## config.mk

```make
export PLATFORM = sky130hd
export DESIGN_NAME = tpi_ctrl
export DESIGN_NICKNAME = d
export VERILOG_FILES = /design/src/rtl/core/timestamped_position_interpolator_macros.svh /design/src/rtl/core/tpi_pkg.sv /design/src/rtl/core/tpi_ctrl.sv
export SDC_FILE = /design/constraint.sdc
export NUM_CORES = 1
export LEC_CHECK = 0
export BUFFER_PORTS_ARGS = -buffer_cell sky130_fd_sc_hd__buf_2
export CORE_UTILIZATION = 52
export CTS_CLUSTER_DIAMETER = 50
export CTS_CLUSTER_SIZE = 24
export DETAILED_ROUTE_END_ITERATION = 10
export GPL_TIMING_DRIVEN = 0
export HOLD_SLACK_MARGIN = 0.12
export PLACE_DENSITY = 0.79
export SLEW_MARGIN = 20
export SYNTH_ARGS = -nofsm -noshare
export SYNTH_HDL_FRONTEND = slang
export SYNTH_SLANG_ARGS = --single-unit
```

## constraint.sdc

```tcl
create_clock -name i_clk -period 1.9 [get_ports i_clk]
set_input_delay 0.285 -clock i_clk [delete_from_list [all_inputs] [get_ports i_clk]]
set_output_delay 0.285 -clock i_clk [all_outputs]
set_load 0.005 [all_outputs]
```

## src/rtl/core/timestamped_position_interpolator_macros.svh

```systemverilog
// Assertion macros for the timestamped position interpolator.
// Used by the top level only; expects i_clk and i_rst_n in scope.
`ifndef TIMESTAMPED_POSITION_INTERPOLATOR_MACROS_SVH
`define TIMESTAMPED_POSITION_INTERPOLATOR_MACROS_SVH
`ifndef SYNTH
// Checks a property on every rising clock edge outside of reset.
`define TPI_ASSERT(label, prop) \
    label: assert property (@(posedge i_clk) disable iff (!i_rst_n) (prop)) \
        else $error("tpi assertion failed");
// Checks that a condition implies another condition in the same cycle.
`define TPI_ASSERT_IMPL(label, ante, cons) \
    `TPI_ASSERT(label, (ante) |-> (cons))
`else
`define TPI_ASSERT(label, prop)
`define TPI_ASSERT_IMPL(label, ante, cons)
`endif
`endif

```

## src/rtl/core/tpi_pkg.sv

```systemverilog
// Shared types and constants of the timestamped position interpolator.
// No dependencies; used by tpi_ctrl, tpi_dp and the top level.
`timescale 1ns / 1ps

package tpi_pkg;

    // Operation codes of the input item.
    localparam logic [1:0] FUNC_PUSH  = 2'd0;
    localparam logic [1:0] FUNC_QUERY = 2'd1;
    localparam logic [1:0] FUNC_INIT  = 2'd2;
    localparam logic [1:0] FUNC_RSVD  = 2'd3;

    // Configuration register indexes.
    localparam logic CFG_RENDER_DELAY   = 1'b0;
    localparam logic CFG_SMOOTHING_GAIN = 1'b1;

    // Arithmetic constants.
    localparam logic [8:0] GAIN_MAX       = 9'd256;
    localparam logic [4:0] DIV_LAST_STEP  = 5'd16;
    localparam int         FRAC_SHIFT     = 16;
    localparam int         GAIN_SHIFT     = 8;

    // One ring entry.
    typedef struct packed {
        logic        [47:0] t;
        logic signed [31:0] x;
        logic signed [31:0] y;
    } t_entry;

    // Commands from the controller to the datapath.
    typedef struct packed {
        logic in_open;
        logic cap;
        logic init_wr;
        logic push_wr;
        logic warp_wr_prev;
        logic warp_wr_cur;
        logic rd_newest;
        logic walk_step;
        logic ld_prev;
        logic range;
        logic div_step;
        logic fmul;
        logic tgt_next;
        logic tgt_interp;
        logic gmul;
        logic res;
        logic out_load;
    } t_cmd;

    // Status from the datapath to the controller.
    typedef struct packed {
        logic [1:0] func;
        logic       warp;
        logic       init_last;
        logic       newest_late;
        logic       walk_stop;
        logic       range_pos;
        logic       div_last;
        logic       out_free;
    } t_sts;

endpackage

```

## src/rtl/core/tpi_ctrl.sv

```systemverilog
// Controller state machine of the timestamped position interpolator.
// Depends on tpi_pkg; drives the command struct of tpi_dp.
`timescale 1ns / 1ps

module tpi_ctrl
    import tpi_pkg::*;
(
    input  logic i_clk,
    input  logic i_rst_n,
    input  logic i_in_valid,
    input  t_sts i_sts,
    output t_cmd o_cmd
);

    typedef enum logic [13:0] {
        S_IDLE   = 14'h0001,
        S_DISP   = 14'h0002,
        S_INIT   = 14'h0004,
        S_WARP2  = 14'h0008,
        S_QNEW   = 14'h0010,
        S_QWALK  = 14'h0020,
        S_QRANGE = 14'h0040,
        S_QSEL   = 14'h0080,
        S_QDIV   = 14'h0100,
        S_QFMUL  = 14'h0200,
        S_QTGT   = 14'h0400,
        S_QGMUL  = 14'h0800,
        S_QOUT   = 14'h1000,
        S_DONE   = 14'h2000
    } t_state;

    t_state r_state;
    t_state n_state;

    // State register.
    always_ff @(posedge i_clk) begin
        if (!i_rst_n) begin
            r_state <= S_IDLE;
        end else begin
            r_state <= n_state;
        end
    end

    // Next state and command decode.
    always_comb begin
        n_state = r_state;
        o_cmd   = '0;
        unique case (r_state)
            S_IDLE: begin
                o_cmd.in_open = 1'b1;
                if (i_in_valid) begin
                    o_cmd.cap = 1'b1;
                    n_state   = S_DISP;
                end
            end
            S_DISP: begin
                case (i_sts.func)
                    FUNC_INIT: begin
                        n_state = S_INIT;
                    end
                    FUNC_PUSH: begin
                        if (i_sts.warp) begin
                            o_cmd.warp_wr_prev = 1'b1;
                            n_state            = S_WARP2;
                        end else begin
                            o_cmd.push_wr = 1'b1;
                            n_state       = S_DONE;
                        end
                    end
                    FUNC_QUERY: begin
                        o_cmd.rd_newest = 1'b1;
                        n_state         = S_QNEW;
                    end
                    default: begin
                        n_state = S_DONE;
                    end
                endcase
            end
            S_INIT: begin
                o_cmd.init_wr = 1'b1;
                if (i_sts.init_last) begin
                    n_state = S_DONE;
                end
            end
            S_WARP2: begin
                o_cmd.warp_wr_cur = 1'b1;
                n_state           = S_DONE;
            end
            S_QNEW: begin
                // The newest sample is older than render time: nothing to do.
                if (i_sts.newest_late) begin
                    n_state = S_DONE;
                end else begin
                    o_cmd.walk_step = 1'b1;
                    n_state         = S_QWALK;
                end
            end
            S_QWALK: begin
                if (i_sts.walk_stop) begin
                    o_cmd.ld_prev = 1'b1;
                    n_state       = S_QRANGE;
                end else begin
                    o_cmd.walk_step = 1'b1;
                end
            end
            S_QRANGE: begin
                o_cmd.range = 1'b1;
                n_state     = S_QSEL;
            end
            S_QSEL: begin
                if (i_sts.range_pos) begin
                    n_state = S_QDIV;
                end else begin
                    o_cmd.tgt_next = 1'b1;
                    n_state        = S_QGMUL;
                end
            end
            S_QDIV: begin
                o_cmd.div_step = 1'b1;
                if (i_sts.div_last) begin
                    n_state = S_QFMUL;
                end
            end
            S_QFMUL: begin
                o_cmd.fmul = 1'b1;
                n_state    = S_QTGT;
            end
            S_QTGT: begin
                o_cmd.tgt_interp = 1'b1;
                n_state          = S_QGMUL;
            end
            S_QGMUL: begin
                o_cmd.gmul = 1'b1;
                n_state    = S_QOUT;
            end
            S_QOUT: begin
                o_cmd.res = 1'b1;
                n_state   = S_DONE;
            end
            S_DONE: begin
                if (i_sts.out_free) begin
                    o_cmd.out_load = 1'b1;
                    n_state        = S_IDLE;
                end
            end
            default: begin
                n_state = S_IDLE;
            end
        endcase
    end

endmodule

```

==> results.json <==
{
  "synthCells": 131,
  "num_rows": 16,
  "drtPass1Iterations": 4,
  "fmax_ghz": 0.462,
  "layoutNonFillerInstCount": 222,
  "final_common_cell": "buf_4",
  "ys_warn_count": 0,
  "end_kind": "output pin",
  "reg_top3": "r_state: 14 flops",
  "slew_headroom": 0.600,
  "clock-sinks": 14,
  "status": "finished, violations left",
  "finalSetupTns_ns": -3.63,
  "holdPathEnd": "r_state[8]",
  "avgViaCountPerCell": 6.57,
  "drcViolationCount": 0,
  "grt_pass1_wl_um": 6820,
  "area_delta_synth_final_pct": 61.5,
  "gp_congestion": 0.852,
  "worstSetupPathType": "flop to output pin",
  "grt.total_usage": 0.384,
  "ys_seq_area_frac": 0.250,
  "synthArstFlopShare": 0,
  "clk_latency_ns": 0.29,
  "reg2reg_to": "r_state[13]",
  "cts-root-buf": "clkbuf_4",
  "finClkSkew_ns": 0.00619,
  "layout.nets": 208,
  "synth_top_flop_cell": "dfxtp_1",
  "drt-total-wl_um": 4690,
  "synth_edf_count": 0,
  "hp-class": "input port to flop",
  "use_met1": 0.467,
  "crit_required_ns": 1.62,
  "rsz0062_at_grt": "true",
  "initial_utilization": 0.559,
  "holdPathStages": 3,
  "clkTransAtPathRegs_ns": 0.11,
  "grt_antenna_before_repair": 0,
  "portBuffers": 28,
  "cts_tree": "built",
  "layout_min_cycle_time_ns": 2.17,
  "r2r.worst_path.cells": 7,
  "crit_start": "r_state[0]",
  "worstMarginPinSlew_ns": 0.592,
  "p_leak_nw": 0.772,
  "core-area_um2": 2000,
  "finalPower_w": 0.00159,
  "drive_gt1_frac": 0.621,
  "hold_viol_final": 0,
  "htreeDepth": 1,
  "min_from": "i_sts[2]",
  "grt_overflow": 0,
  "diodes": 0,
  "timing.final.ws_setup_ns": -0.265,
  "post-route-period-util": 1.14,
  "use_met2": 0.676,
  "mappedNetlistArea_um2": 1120,
  "wl_per_cell_um": 21.1,
  "synth-seq-cells": 14,
  "cts_buffers": 3,
  "fp.dieH_um": 48.4,
  "pwr-share-comb": 0.593,
  "boundaryPins": 29,
  "top_usage_layer": "met2",
  "drv_cap": 0,
  "avgSynthCellArea_um2": 8.55,
  "p_int_w": 0.000921,
  "synth_fp_nets": 143,
  "dr_total_vias": 1459,
  "power_density_nw_per_um2": 877,
  "layout_common_cells": "buf_4, buf_2, nor2_1, inv_1",
  "p_seq_frac": 0.258,
  "slew_violations": 0,
  "p_clk_frac": 0.149,
  "first_global_vias": 1395,
  "largest_register_ffs": 14,
  "setup_viol": 26,
  "regMostFlops": "r_state",
  "drt_iter0_drc": 89,
  "p_switching_w": 0.000665,
  "die-area_um2": 2340,
  "timing.rr.start": "r_state[0]",
  "worstPathMaxFanout": 7,
  "die_x_um": 48.4,
  "route.antenna.remaining_nets": 0,
  "grt_max_degree": 11,
  "place_hpwl_um": 2200,
  "violations": "setup timing",
  "grt_use_met3": 0.0252,
  "dp.cells": 186,
  "start_kind": "flop",
  "crit_arrival_ns": 1.88,
  "ir_drop_v": 0.000808,
  "synthDistinctLibCells": 46,
  "cts_buffer_depth": 2,
  "r2r_slack_ns": -0.19,
  "switching_share": 0.419,
  "holdWs_ns": 0.280
}
==> cells in the mapped netlist, drive strengths merged (3+ instances only) <==
cell type / count / share of area
dfxtp: 14 / 0.25
or3: 3 / 0.021
nor4: 10 / 0.088
and4: 5 / 0.039
nor3: 9 / 0.049
buf: 6 / 0.058
nor4b: 9 / 0.082
and2: 5 / 0.030
nor2: 12 / 0.040
nand2: 3 / 0.010
inv: 10 / 0.034
nand4: 7 / 0.045
nand3: 6 / 0.027
nand2b: 4 / 0.022
==> layout make-up <==
class | count | area (µm²)
flip-flops and latches | 14 | 304
inverters | 10 | 37.5
clock buffers | 4 | 36.3
fillers | 87 | 194
multi-input cells | 100 | 921
well taps | 27 | 33.8
repair buffers | 63 | 428
plain buffers | 4 | 47.5
==> critical path: stages (launching register included) <==
cell     delay [ns]
dfxtp_4        0.40
nor4_4         0.28
buf_6          0.17
nand3_2        0.13
nor4_4         0.27
nor2b_4        0.23
buf_2          0.12
==> power groups by stage <==
| stage | registers [W] | clock network, W | logic, W |
|---|---|---|---|
| 3_3_place_gp | 0.000370 | 0 | 0.000515 |
| 6_report | 0.000409 | 0.000236 | 0.000941 |
| 3_5_place_dp | 0.000371 | 0 | 0.000532 |
| 4_1_cts | 0.000368 | 0.000225 | 0.000738 |
| 2_1_floorplan | 0.000365 | 0 | 0.000396 |
| 5_1_grt | 0.000412 | 0.000242 | 0.000973 |
==> layer usage <==
layer,vias up,routed length (µm),share of wire
met5,-,0,0
met2,107,2220,0.47
met1,693,1860,0.40
met3,30,358,0.076
li1,629,-,-
met4,0,245,0.052
==> cell families after synthesis <==
family | after synthesis | share of synthesized area
xor gates and xnor gates | 2 | 0.0156
AOI/OAI and AO/OA | 15 | 0.112
and+or+nand+nor | 83 | 0.524
DFF | 14 | 0.250
buffers and inverters | 17 | 0.0983
==> how the worst max path moves through the flow <==
stage / end / slack [ns] / depth (start not counted)
after floorplan: r_state[13] / 0.26 / 6
after global placement: o_cmd[4] / -0.20 / 6
after detailed placement: o_cmd[4] / -0.25 / 6
after CTS: o_cmd[9] / -0.14 / 5
after global routing: o_cmd[4] / -0.30 / 6
final: o_cmd[4] / -0.27 / 6
==> through the flow <==
stage / utilization / setup WS (ns) / instance area [µm²]
after CTS: 0.823 / -0.136 / 1650
after global placement: 0.646 / -0.197 / 1290
after global routing: 0.903 / -0.300 / 1810
after detailed placement: 0.646 / -0.254 / 1290
after floorplan: - / 0.256 / 1120
final: 0.903 / -0.265 / 1810
==> repair_timing <==
item                                    4_1_cts  5_1_grt
resized for setup                            35       23
pin swaps                                    16       10
buffers inserted                             26       13
hold buffers                                  0        0
endpoints found under the setup margin       17       28
(Power assumes the default switching activity.)
